[config.mk]
export PLATFORM = sky130hd
export DESIGN_NAME = char_lcd_bus_sequencer
export DESIGN_NICKNAME = d
export VERILOG_FILES = /design/src/rtl/clbs_pkg.sv /design/src/rtl/clbs_front.sv /design/src/rtl/clbs_back.sv /design/src/rtl/clbs_outq.sv /design/src/rtl/char_lcd_bus_sequencer.sv
export VERILOG_INCLUDE_DIRS = /design/src /design/src/rtl
export SDC_FILE = /design/constraint.sdc
export NUM_CORES = 1
export LEC_CHECK = 0
export BUFFER_PORTS_ARGS = -buffer_cell sky130_fd_sc_hd__buf_2
export CAP_MARGIN = 20
export CELL_PAD_IN_SITES_DETAIL_PLACEMENT = 1
export CELL_PAD_IN_SITES_GLOBAL_PLACEMENT = 1
export CORE_MARGIN = 3
export CORE_UTILIZATION = 43
export CTS_CLUSTER_SIZE = 10
export DETAILED_ROUTE_END_ITERATION = 10
export PLACE_DENSITY_LB_ADDON = 0.1
export SYNTH_ARGS = -nofsm -noshare
export SYNTH_HDL_FRONTEND = slang
export SYNTH_SLANG_ARGS = --single-unit
export TNS_END_PERCENT = 50
[constraint.sdc]
create_clock -name clk_i -period 3.5 [get_ports clk_i]
set_clock_uncertainty 0.05 [all_clocks]
set_input_delay 0.35 -clock clk_i [delete_from_list [all_inputs] [get_ports clk_i]]
set_output_delay 0.35 -clock clk_i [all_outputs]
set_load 0.005 [all_outputs]
[src/rtl/char_lcd_bus_sequencer_assert.svh]
// Assertion macros for the character-LCD bus sequencer.
// Uses clk_i and rst_ni from the scope of the module that includes it.
`ifndef CHAR_LCD_BUS_SEQUENCER_ASSERT_SVH
`define CHAR_LCD_BUS_SEQUENCER_ASSERT_SVH

// Clocked assertion, off while reset is held.
`define CLBS_ASSERT(label, prop, msg) \
  label: assert property (@(posedge clk_i) disable iff (!rst_ni) (prop)) else $error(msg);

// Same, with the implication written out.
`define CLBS_ASSERT_IMP(label, cond, prop, msg) \
  `CLBS_ASSERT(label, (cond) |=> (prop), msg)

`endif

[src/rtl/clbs_pkg.sv]
// Shared types, constants and the init strobe table of the LCD bus sequencer.
// No dependencies.
`timescale 1ns / 1ps
package clbs_pkg;

  localparam int unsigned StepW = 4;

  typedef enum logic [1:0] {
    OpCmd    = 2'd0,
    OpData   = 2'd1,
    OpCursor = 2'd2,
    OpInit   = 2'd3
  } opcode_e;

  localparam logic [7:0]  DdramSet    = 8'h80;
  localparam logic [11:0] NibbleGapUs = 12'd1;
  localparam logic [11:0] CmdWaitUs   = 12'd50;
  localparam logic [11:0] NibCmdWaitUs = 12'd51;
  localparam logic [15:0] PowerupUs   = 16'd40000;
  localparam logic [StepW-1:0] FirstStep = '0;

  // Decoded request handed from front to back.
  typedef struct packed {
    logic       is_init;
    logic       nib;      // four-bit bus
    logic       rs;
    logic [7:0] data;
  } job_t;

  // One enable strobe.
  typedef struct packed {
    logic        rs;
    logic [7:0]  bus;
    logic [15:0] before_us;
    logic [11:0] after_us;
    logic        last;
  } strobe_t;

  function automatic logic [7:0] row_base(logic [1:0] row);
    logic [7:0] b;
    b = 8'h00;
    unique case (row)
      2'd0: b = 8'h00;
      2'd1: b = 8'h40;
      2'd2: b = 8'h14;
      2'd3: b = 8'h54;
      default: b = 8'h00;
    endcase
    return b;
  endfunction

  function automatic strobe_t mk(logic [7:0] bus, logic [11:0] after_us, logic last);
    strobe_t s;
    s.rs        = 1'b0;
    s.bus       = bus;
    s.before_us = 16'd0;
    s.after_us  = after_us;
    s.last      = last;
    return s;
  endfunction

  // Power-up init sequence, one strobe per step.
  function automatic strobe_t init_strobe(logic nib, logic [StepW-1:0] step);
    strobe_t s;
    s = mk(8'h00, 12'd0, 1'b0);
    if (nib) begin
      unique case (step)
        4'd0:  s = mk(8'h30, 12'd4001, 1'b0);
        4'd1:  s = mk(8'h30, 12'd101, 1'b0);
        4'd2:  s = mk(8'h30, 12'd51, 1'b0);
        4'd3:  s = mk(8'h20, 12'd51, 1'b0);
        4'd4:  s = mk(8'h20, 12'd1, 1'b0);
        4'd5:  s = mk(8'h80, 12'd51, 1'b0);
        4'd6:  s = mk(8'h00, 12'd1, 1'b0);
        4'd7:  s = mk(8'h80, 12'd51, 1'b0);
        4'd8:  s = mk(8'h00, 12'd1, 1'b0);
        4'd9:  s = mk(8'h10, 12'd2051, 1'b0);
        4'd10: s = mk(8'h00, 12'd1, 1'b0);
        4'd11: s = mk(8'h60, 12'd51, 1'b0);
        4'd12: s = mk(8'h00, 12'd1, 1'b0);
        4'd13: s = mk(8'hC0, 12'd51, 1'b1);
        default: s = mk(8'h00, 12'd0, 1'b1);
      endcase
    end else begin
      unique case (step)
        4'd0: s = mk(8'h30, 12'd4050, 1'b0);
        4'd1: s = mk(8'h30, 12'd150, 1'b0);
        4'd2: s = mk(8'h30, 12'd50, 1'b0);
        4'd3: s = mk(8'h38, 12'd50, 1'b0);
        4'd4: s = mk(8'h08, 12'd50, 1'b0);
        4'd5: s = mk(8'h01, 12'd2050, 1'b0);
        4'd6: s = mk(8'h06, 12'd50, 1'b0);
        4'd7: s = mk(8'h0C, 12'd50, 1'b1);
        default: s = mk(8'h00, 12'd0, 1'b1);
      endcase
    end
    if (step == FirstStep) begin
      s.before_us = PowerupUs;
    end
    return s;
  endfunction

endpackage

[src/rtl/clbs_front.sv]
// Front end: takes requests, decodes them into jobs, holds them in a 2-deep queue.
// Depends on clbs_pkg.
`timescale 1ns / 1ps
module clbs_front (
  input  logic            clk_i,
  input  logic            rst_ni,
  input  logic            push_i,
  output logic            full_o,
  input  logic [1:0]      opcode_i,
  input  logic [7:0]      value_i,
  input  logic [5:0]      column_i,
  input  logic [2:0]      row_i,
  input  logic            nib_i,
  output logic            job_valid_o,
  output clbs_pkg::job_t  job_o,
  input  logic            job_pop_i
);
  import clbs_pkg::*;

  job_t       q_mem [2];
  logic       wp_q, rp_q;
  logic [1:0] cnt_q, cnt_d;
  job_t       job_new;
  logic [1:0] row_eff;
  logic [7:0] addr;
  logic       wr, rd;

  // row above three falls back to row 0
  assign row_eff = row_i[2] ? 2'd0 : row_i[1:0];
  assign addr    = DdramSet | (8'({2'b00, column_i}) + row_base(row_eff));

  always_comb begin
    job_new.is_init = 1'b0;
    job_new.nib     = nib_i;
    job_new.rs      = 1'b0;
    job_new.data    = value_i;
    unique case (opcode_e'(opcode_i))
      OpCmd:    job_new.data = value_i;
      OpData:   job_new.rs   = 1'b1;
      OpCursor: job_new.data = addr;
      OpInit:   job_new.is_init = 1'b1;
      default:  job_new.is_init = 1'b0;
    endcase
  end

  assign full_o      = (cnt_q == 2'd2);
  assign wr          = push_i && !full_o;
  assign job_valid_o = (cnt_q != 2'd0);
  assign rd          = job_pop_i && job_valid_o;
  assign job_o       = q_mem[rp_q];

  always_comb begin
    cnt_d = cnt_q;
    if (wr && !rd) begin
      cnt_d = cnt_q + 2'd1;
    end else if (rd && !wr) begin
      cnt_d = cnt_q - 2'd1;
    end
  end

  always_ff @(posedge clk_i) begin
    if (wr) begin
      q_mem[wp_q] <= job_new;
    end
  end

  always_ff @(posedge clk_i or negedge rst_ni) begin
    if (!rst_ni) begin
      wp_q  <= 1'b0;
      rp_q  <= 1'b0;
      cnt_q <= 2'd0;
    end else begin
      if (wr) wp_q <= ~wp_q;
      if (rd) rp_q <= ~rp_q;
      cnt_q <= cnt_d;
    end
  end

endmodule

[src/rtl/clbs_back.sv]
// Back end: walks each job through its strobes, one strobe per cycle while the output has space.
// Depends on clbs_pkg and the assertion macro header.
`timescale 1ns / 1ps
module clbs_back (
  input  logic              clk_i,
  input  logic              rst_ni,
  input  logic              job_valid_i,
  input  clbs_pkg::job_t    job_i,
  output logic              job_pop_o,
  input  logic              out_space_i,
  output logic              strobe_valid_o,
  output clbs_pkg::strobe_t strobe_o
);
  import clbs_pkg::*;
  `include "char_lcd_bus_sequencer_assert.svh"

  logic [StepW-1:0] step_q, step_d;
  strobe_t          byte_s;
  logic             emit;

  // Byte transfer: one strobe on an eight-bit bus, high then low nibble on four.
  always_comb begin
    byte_s.rs        = job_i.rs;
    byte_s.before_us = 16'd0;
    if (job_i.nib) begin
      if (step_q == FirstStep) begin
        byte_s.bus      = {job_i.data[7:4], 4'h0};
        byte_s.after_us = NibbleGapUs;
        byte_s.last     = 1'b0;
      end else begin
        byte_s.bus      = {job_i.data[3:0], 4'h0};
        byte_s.after_us = NibCmdWaitUs;
        byte_s.last     = 1'b1;
      end
    end else begin
      byte_s.bus      = job_i.data;
      byte_s.after_us = CmdWaitUs;
      byte_s.last     = 1'b1;
    end
  end

  assign strobe_o       = job_i.is_init ? init_strobe(job_i.nib, step_q) : byte_s;
  assign emit           = job_valid_i && out_space_i;
  assign strobe_valid_o = emit;
  assign job_pop_o      = emit && strobe_o.last;

  always_comb begin
    step_d = step_q;
    if (emit) begin
      step_d = strobe_o.last ? FirstStep : step_q + 4'd1;
    end
  end

  always_ff @(posedge clk_i or negedge rst_ni) begin
    if (!rst_ni) begin
      step_q <= FirstStep;
    end else begin
      step_q <= step_d;
    end
  end

  `CLBS_ASSERT(a_step_range, step_q <= 4'd13, "strobe step past end of init sequence")
  `CLBS_ASSERT_IMP(a_step_clr, emit && strobe_o.last,
                   step_q == FirstStep, "step not cleared after last strobe")
  `CLBS_ASSERT_IMP(a_step_inc, emit && !strobe_o.last,
                   step_q == $past(step_q) + 4'd1, "step did not advance")
  `CLBS_ASSERT(a_byte8_one, job_valid_i && !job_i.is_init && !job_i.nib |->
               step_q == FirstStep, "eight-bit byte job mid-sequence")

endmodule

[src/rtl/clbs_outq.sv]
// Result queue: two-entry FIFO of strobes in front of the output ports.
// Depends on clbs_pkg.
`timescale 1ns / 1ps
module clbs_outq (
  input  logic              clk_i,
  input  logic              rst_ni,
  input  logic              wr_i,
  input  clbs_pkg::strobe_t wdata_i,
  output logic              full_o,
  output logic              empty_o,
  input  logic              rd_i,
  output clbs_pkg::strobe_t rdata_o
);
  import clbs_pkg::*;

  strobe_t    mem [2];
  logic       wp_q, rp_q;
  logic [1:0] cnt_q, cnt_d;
  logic       rd;

  assign full_o  = (cnt_q == 2'd2);
  assign empty_o = (cnt_q == 2'd0);
  assign rd      = rd_i && !empty_o;
  assign rdata_o = mem[rp_q];

  always_comb begin
    cnt_d = cnt_q;
    if (wr_i && !rd) begin
      cnt_d = cnt_q + 2'd1;
    end else if (rd && !wr_i) begin
      cnt_d = cnt_q - 2'd1;
    end
  end

  always_ff @(posedge clk_i) begin
    if (wr_i) begin
      mem[wp_q] <= wdata_i;
    end
  end

  always_ff @(posedge clk_i or negedge rst_ni) begin
    if (!rst_ni) begin
      wp_q  <= 1'b0;
      rp_q  <= 1'b0;
      cnt_q <= 2'd0;
    end else begin
      if (wr_i) wp_q <= ~wp_q;
      if (rd)   rp_q <= ~rp_q;
      cnt_q <= cnt_d;
    end
  end

endmodule

[src/rtl/char_lcd_bus_sequencer.sv]
// Character-LCD bus sequencer. Each request (command byte, data byte, set
// cursor, power-up init) becomes a run of enable strobes; every strobe pops out
// as one item carrying RS, the bus value, the wait before enable rises and the
// wait after it falls, with last marking the final strobe of the request.
// Rate: one strobe per clock while the result queue has room or is popped; a
// request yields as many strobes as it needs - 1 for a byte on the eight-bit
// bus, 2 on the four-bit bus, 8 or 14 for init - as set by the strobe sequencer
// in the back end. A 2-deep job queue in front and a 2-deep result queue behind
// let requests be taken back to back while earlier strobes are still pending.
// bus_mode (APB offset 0x0, reset 1 = four-bit) is sampled when a request is
// accepted; change it only with the block idle. No clearing pass after reset.
// Depends on clbs_pkg, clbs_front, clbs_back and clbs_outq.
`timescale 1ns / 1ps
module char_lcd_bus_sequencer (
  input  logic        clk_i,
  input  logic        rst_ni,
  // request side
  input  logic        push,
  output logic        full,
  input  logic [1:0]  opcode_i,
  input  logic [7:0]  value_i,
  input  logic [5:0]  column_i,
  input  logic [2:0]  row_i,
  // strobe side
  output logic        empty,
  input  logic        pop,
  output logic        reg_select_o,
  output logic [7:0]  bus_value_o,
  output logic [15:0] wait_before_us_o,
  output logic [11:0] wait_after_us_o,
  output logic        last_o,
  // config port
  input  logic        psel,
  input  logic        penable,
  input  logic        pwrite,
  input  logic [2:0]  paddr,
  input  logic [31:0] pwdata,
  output logic [31:0] prdata,
  output logic        pready
);
  import clbs_pkg::*;

  logic    bus_mode_q;
  logic    reg_hit;
  logic    job_valid, job_pop;
  job_t    job;
  logic    strobe_valid, outq_full, out_space;
  strobe_t strobe, head;

  // Only offset 0x0 holds a register; 0x4 and up read zero, ignore writes.
  assign pready  = 1'b1;
  assign reg_hit = (paddr[2] == 1'b0);
  assign prdata  = reg_hit ? {31'd0, bus_mode_q} : 32'd0;

  always_ff @(posedge clk_i or negedge rst_ni) begin
    if (!rst_ni) begin
      bus_mode_q <= 1'b1;
    end else if (psel && penable && pwrite && pready && reg_hit) begin
      bus_mode_q <= pwdata[0];
    end
  end

  clbs_front u_front (
    .clk_i       (clk_i),
    .rst_ni      (rst_ni),
    .push_i      (push),
    .full_o      (full),
    .opcode_i    (opcode_i),
    .value_i     (value_i),
    .column_i    (column_i),
    .row_i       (row_i),
    .nib_i       (bus_mode_q),
    .job_valid_o (job_valid),
    .job_o       (job),
    .job_pop_i   (job_pop)
  );

  // A pop this cycle frees a slot for the next strobe.
  assign out_space = !outq_full || pop;

  clbs_back u_back (
    .clk_i          (clk_i),
    .rst_ni         (rst_ni),
    .job_valid_i    (job_valid),
    .job_i          (job),
    .job_pop_o      (job_pop),
    .out_space_i    (out_space),
    .strobe_valid_o (strobe_valid),
    .strobe_o       (strobe)
  );

  clbs_outq u_outq (
    .clk_i   (clk_i),
    .rst_ni  (rst_ni),
    .wr_i    (strobe_valid),
    .wdata_i (strobe),
    .full_o  (outq_full),
    .empty_o (empty),
    .rd_i    (pop),
    .rdata_o (head)
  );

  assign reg_select_o     = head.rs;
  assign bus_value_o      = head.bus;
  assign wait_before_us_o = head.before_us;
  assign wait_after_us_o  = head.after_us;
  assign last_o           = head.last;

endmodule
## Word level (Yosys, flattened, before mapping)

Memories as Yosys holds them, arrays and structs flattened.
Cells that the tools add are included.

| operators by class | value |
|---|---|
| add/sub/neg operators | 6 |
| equality and inequality tests | 8 |
| multiplexer cells | 23 |
| bitwise operators | 5 |
| reductions and logical operators | 26 |

Operators by type and width:

| operator | number |
|---|---|
| $mux 38 | 3 |
| $pmux 7 s4 | 1 |
| $mux 8 | 3 |
| $mux 16 | 1 |
| $mux 7 | 2 |
| $eq 2x2->1 const B | 6 |
| $logic_and 1x1->1 | 12 |
| $mux 2 | 5 |
| $add 6x7->7 | 1 |
| $logic_not 1->1 | 7 |
| $mux 1 | 7 |
| $reduce_bool 2->1 | 3 |
| $not 1->1 | 5 |
| $add 2x1->2 const B | 2 |
| $add 4x1->4 const B | 1 |
| $eq 2x1->1 const B | 2 |
| $logic_not 2->1 | 2 |
| $logic_not 4->1 | 1 |
| $mux 4 | 1 |
| $sub 2x1->2 const B | 2 |
| $logic_or 1x1->1 | 1 |

| word-level totals | value |
|---|---|
| bits in registers | 13 |
| RAM bits | 98 |
| bits in read-only memories | 384 |
| input port bits | 61 |
| output and inout port bits | 73 |
| logic and storage cells | 80 |
| memories kept | 4 |

Memory list:

| memory | depth | bits a word | rd ports | clocked after memory_dff | wr ports | line | text |
|---|---|---|---|---|---|---|---|
| (name not given) | 16 | 16 | 1 | 0 | 0 | clbs_pkg.sv:67 | `unique case (step)` |
| (name not given) | 8 | 16 | 1 | 0 | 0 | clbs_pkg.sv:85 | `unique case (step)` |
| u_outq.mem | 2 | 38 | 1 | 0 | 1 | clbs_outq.sv:16 | `strobe_t mem [2];` |
| u_front.q_mem | 2 | 11 | 1 | 0 | 1 | clbs_front.sv:20 | `job_t q_mem [2];` |

## Longest topological paths before layout

An unclocked memory read counts as a cell.

| depth | value |
|---|---|
| depth in word-level cells | 10 |
| gate-level depth with buffers | 10 |
| depth with buffers taken out | 9 |

## Hierarchy

A second synthesis with hierarchy kept.

| second synthesis, totals | value |
|---|---|
| cell total of the unflattened synthesis | 393 |
| area total of the unflattened synthesis | 5,464.0 µm² |

Modules (own cells, without submodules):

| module | times used | cells each | area each (µm²) | sequential area each (µm²) |
|---|---|---|---|---|
| clbs_outq | 1 | 134 | 2,976.6 | 2,382.3 |
| clbs_front | 1 | 87 | 1,246.2 | 760.7 |
| clbs_back | 1 | 133 | 932.1 | 100.1 |
| char_lcd_bus_sequencer | 1 | 39 | 309.0 | 26.3 |

## Least setup slack after synthesis

No wires, ideal clock.

| path | value |
|---|---|
| path kind | register to register |
| start | register u_back.step_q[0] |
| end | register u_front.cnt_q[1] |
| library setup time | 125 ps |
| arrival time | 2,128 ps |
| data required time | 3,325 ps |
| path slack | 1,196 ps |
| cell stages (with the launch flop) | 11 |
| path buffers | 1 |
| period minus slack after synthesis | 2,304 ps |
| path through | dfrtp_1 -> inv_1 -> ha_1 -> or3b_1 -> buf_2 -> nor3_4 -> or3_4 -> ha_1 -> xor2_1 -> nor2_1 -> xor2_1 |

| on the way | value |
|---|---|
| word-level cells in the longest chain between the ends | 9 |
| elaborated cells between the ends (all ways) | 15 |
| those cells by class | 6 x mux; 7 x reduce/logical; 2 x memory |

RTL lines:

| item | line | text |
|---|---|---|
| start, declared | clbs_back.sv:17 | `logic [StepW-1:0] step_q, step_d;` |
| start signal, assigned | clbs_back.sv:56 | `step_q <= FirstStep;` |
| start signal, assigned | clbs_back.sv:58 | `step_q <= step_d;` |
| $mem_v2 8x16 or $logic_not 4->1 (tied branches) | -- |  |
| $mux 38 or $mux 7 (tied branches) | clbs_pkg.sv:85, clbs_back.sv:26 |  |
| $mux 38 or $mux 7 (tied branches) | clbs_pkg.sv:66, clbs_back.sv:25 |  |
| $mux 38 (*) | clbs_back.sv:42 | `assign strobe_o = job_i.is_init ? init_strobe(job_i.nib, step_q) : byte_s;` |
| $logic_and 1x1->1 (*) | clbs_back.sv:45 | `assign job_pop_o = emit && strobe_o.last;` |
| $logic_and 1x1->1 (*) | clbs_front.sv:49 | `assign rd = job_pop_i && job_valid_o;` |
| $logic_not 1->1 | clbs_front.sv:54 | `if (wr && !rd) begin` |
| $logic_and 1x1->1 | clbs_front.sv:54 |  |
| $mux 2 or $reduce_bool 2->1 (tied branches) | -- |  |
| end signal, assigned | clbs_front.sv:75 | `cnt_q <= cnt_d;` |
| end, declared | clbs_front.sv:22 | `logic [1:0] cnt_q, cnt_d;` |

Every way passes the cells marked *; elsewhere a longest branch is shown, timed or not.
A chain may end at the register's enable or synchronous reset.

## Worst setup path after layout

| path | value |
|---|---|
| start | register u_back.step_q[1] |
| end | register u_front.cnt_q[1] |

The elaborated chain is that of the path after synthesis.

==> metrics.log <==
[metrics] result of the run: finished, final reports clean
[metrics] count of pins over their slew limit: 0
[metrics] fin nets: 455
[metrics] total power per unit cell area: 918 mW/mm^2
[metrics] cell count after synthesis: 331
[metrics] placed cell count: 476
[metrics] antenna cells: 0
[metrics] Crit Path Category: reg2reg
[metrics] Max-cap violations: 0
[metrics] Netlist cell types: 47
[metrics] global-route total usage across every layer: 0.145
[metrics] gpl congestion: 0.769
[metrics] Avg WL per Cell: 15.3 um
[metrics] Pre-antenna DRT Iters: 4
[metrics] standard cell core area: 0.00893 sq mm
[metrics] share of final-layout standard cells stronger than drive strength 1: 0.288
[metrics] pre-CTS WS: 789 ps
[metrics] EDFF count, synth: 62
[metrics] final standard cell utilization of the core: 0.493
[metrics] top_reg_cell synth: sky130_fd_sc_hd__edfxtp_1
[metrics] wire length of the first global-routing pass: 11700 um
[metrics] I/O pin total: 134
[metrics] CP Max Fanout: 9
[metrics] clock network latency to the later pin of the worst-skew pair: 340 ps
[metrics] maximum clock rate: 368 MHz
[metrics] final non-filler cell total: 493
[metrics] data required time of the worst path: 3680 ps
[metrics] arrival time worst endpoint: 2900 ps
[metrics] worst hold slack across all endpoints: 194 ps
[metrics] Synth Warn #: 0
[metrics] clock tree from TritonCTS: yes
[metrics] clock slew seen by the registers of the worst setup and hold paths: 80 ps
[metrics] detailed router's first-iteration violation count: 45
[metrics] portion of the post-synthesis area used by sequential elements: 0.540
[metrics] maximum level of the CTS H-tree: 3
[metrics] slack of the critical path: 783 ps
[metrics] count of final hold-check violations: 0
[metrics] total CTS buffers: 9
[metrics] routed via count: 2456
[metrics] Finished Cell Area: 0.00440 sq mm
[metrics] setup bufs post-CTS: 0
[metrics] leak pwr: 1.79 nW
[metrics] Die Wd: 103 um
[metrics] buffers added on ports: 56
[metrics] final HPWL from detailed placement: 5390 um
[metrics] row count: 34
[metrics] die height: 103 um
[metrics] initial antenna violation count: 0
[metrics] count of fill cells added during filler insertion: 980
[metrics] endpoint class of the critical path: register
[metrics] Clk Tree Root Cell: sky130_fd_sc_hd__clkbuf_8
[metrics] area after detailed placement: 0.00422 sq mm
[metrics] total number of clock tree sinks: 75
[metrics] maximum number of pins on one net before global-route repair: 25
[metrics] final period utilization: 0.776
[metrics] initial cell density of the core: 0.454
[metrics] Slew headroom: 0.354
[metrics] via/cell ratio: 4.98
[metrics] slew of the pin with the lowest slew margin: 968 ps
[metrics] wire length after detailed routing: 7540 um
[metrics] kind of start point of the critical path: register
[metrics] die area: 0.0106 sq mm
[metrics] cell area after synthesis: 0.00405 sq mm
[metrics] final total negative setup slack: 0 ps
[metrics] Seq cells post-synth: 75
[metrics] setup repair after global routing missed its margin: no
[metrics] Hold/Removal Path Class: in2reg
[metrics] antenna-violating nets left: 0
[metrics] Final Critical Period: 2720 ps
[metrics] Worst IR Drop VDD: 0.000371 V
[metrics] fraction of registers with async set/reset: 0.173
[metrics] remaining design rule violation count: 0
[metrics] vias in the first global route: 2405
[metrics] residual overflow from global routing: 0
[metrics] mean post-synth cell area: 12.2 sq um
[metrics] total setup violations reported at the end of the flow: 0
[metrics] total power: 4.04 mW
[metrics] post-synthesis to final-layout area growth: 8.71%
[metrics] worst-case clock buffer depth: 2
[layer usage]
metal,global-route usage,wire (um)
met1,0.177,3270
met2,0.247,3780
met3,0.0264,344
met4,0.0737,140
met5,0,0
[repair_timing]
item	CTS	global route
resized for setup	0	0
hold endpoints to repair	12	0
setup endpoints to repair	0	0
hold buffers	1	0
[flip-flops by register name, summed over array words and instances, names as in the netlist]
register       count
u_front.wp_q       1
u_front.q_mem     22
u_outq.rp_q        1
u_front.rp_q       1
u_back.step_q      4
u_outq.wp_q        1
u_outq.mem        40
u_front.cnt_q      2
bus_mode_q         1
u_outq.cnt_q       2
[synth_stat cells, types with 9 or more instances]
master                     count  share of area
sky130_fd_sc_hd__nor2_1       21          0.019
sky130_fd_sc_hd__dfrtp_1      12          0.074
sky130_fd_sc_hd__mux2_2       28          0.078
sky130_fd_sc_hd__nand2_1      15          0.014
sky130_fd_sc_hd__edfxtp_1     62           0.46
sky130_fd_sc_hd__clkbuf_1     12          0.011
sky130_fd_sc_hd__buf_4        50          0.093
sky130_fd_sc_hd__mux2i_1      12          0.030
sky130_fd_sc_hd__a21oi_1      10          0.012
sky130_fd_sc_hd__o21ai_0      17          0.021
sky130_fd_sc_hd__ha_1         14          0.043
sky130_fd_sc_hd__xnor2_1       9          0.019
[cell families after synthesis]
| logic type | count (synthesis) | share of synthesized area |
|---|---|---|
| DFF | 75 | 0.540 |
| buffers and inverters | 73 | 0.117 |
| and+or+nand+nor | 64 | 0.0825 |
| AOI/OAI and AO/OA | 49 | 0.0763 |
| muxes | 41 | 0.111 |
| adders and majority gates | 14 | 0.0432 |
| xor gates and xnor gates | 13 | 0.0281 |
| other | 2 | 0.00185 |
[where the power goes]
| group | switching (mW) | internal, mW | total, mW |
|---|---|---|---|
| registers | 0.230 | 1.52 | 1.75 |
| clock network | 0.319 | 0.275 | 0.594 |
| logic | 0.935 | 0.763 | 1.70 |
[path summary, 6_finish.rpt]
| path | from | endpoint | slack (ps) | depth (start not counted) |
|---|---|---|---|---|
| max | u_back.step_q[1] | u_front.cnt_q[1] | 780 | 9 |
| min | pwdata[0] | bus_mode_q | 190 | 2 |
| max reg2reg | u_back.step_q[1] | u_front.cnt_q[1] | 780 | 9 |
| min reg2reg | u_outq.wp_q | u_outq.wp_q | 440 | 1 |
| max in group asynchronous | rst_ni | bus_mode_q | 2750 | 2 |
| min in group asynchronous | rst_ni | u_back.step_q[2] | 370 | 2 |
[layout by cell type, fill, tap and decap left out, types with 12 or more instances in the layout]
master                     count
sky130_fd_sc_hd__edfxtp_1     62
sky130_fd_sc_hd__buf_2        56
sky130_fd_sc_hd__conb_1       44
sky130_fd_sc_hd__mux2_2       28
sky130_fd_sc_hd__nor2_1       21
sky130_fd_sc_hd__o21ai_0      17
sky130_fd_sc_hd__nand2_1      15
sky130_fd_sc_hd__ha_1         14
sky130_fd_sc_hd__mux2i_1      12
sky130_fd_sc_hd__dfrtp_1      12
[final cells by class]
class                   count  area, sq um  area share
clock buffers              10          138      0.0313
clock inverters             6         41.3     0.00938
inverters                   7         26.3     0.00597
multi-input cells         225         1550       0.351
flip-flops and latches     75         2190       0.497
well taps                 108          135      0.0307
repair buffers             62          328      0.0744
[worst max-delay path, stage by stage, from the launching register on]
cell and delay (ps):
sky130_fd_sc_hd__dfrtp_1 500, sky130_fd_sc_hd__inv_1 220, sky130_fd_sc_hd__ha_1 250, sky130_fd_sc_hd__or3b_1 530, sky130_fd_sc_hd__nor3_4 320, sky130_fd_sc_hd__or3_4 210
sky130_fd_sc_hd__ha_1 160, sky130_fd_sc_hd__xor2_1 160, sky130_fd_sc_hd__nor2_1 70, sky130_fd_sc_hd__xor2_1 130
(Power assumes the default switching activity.)
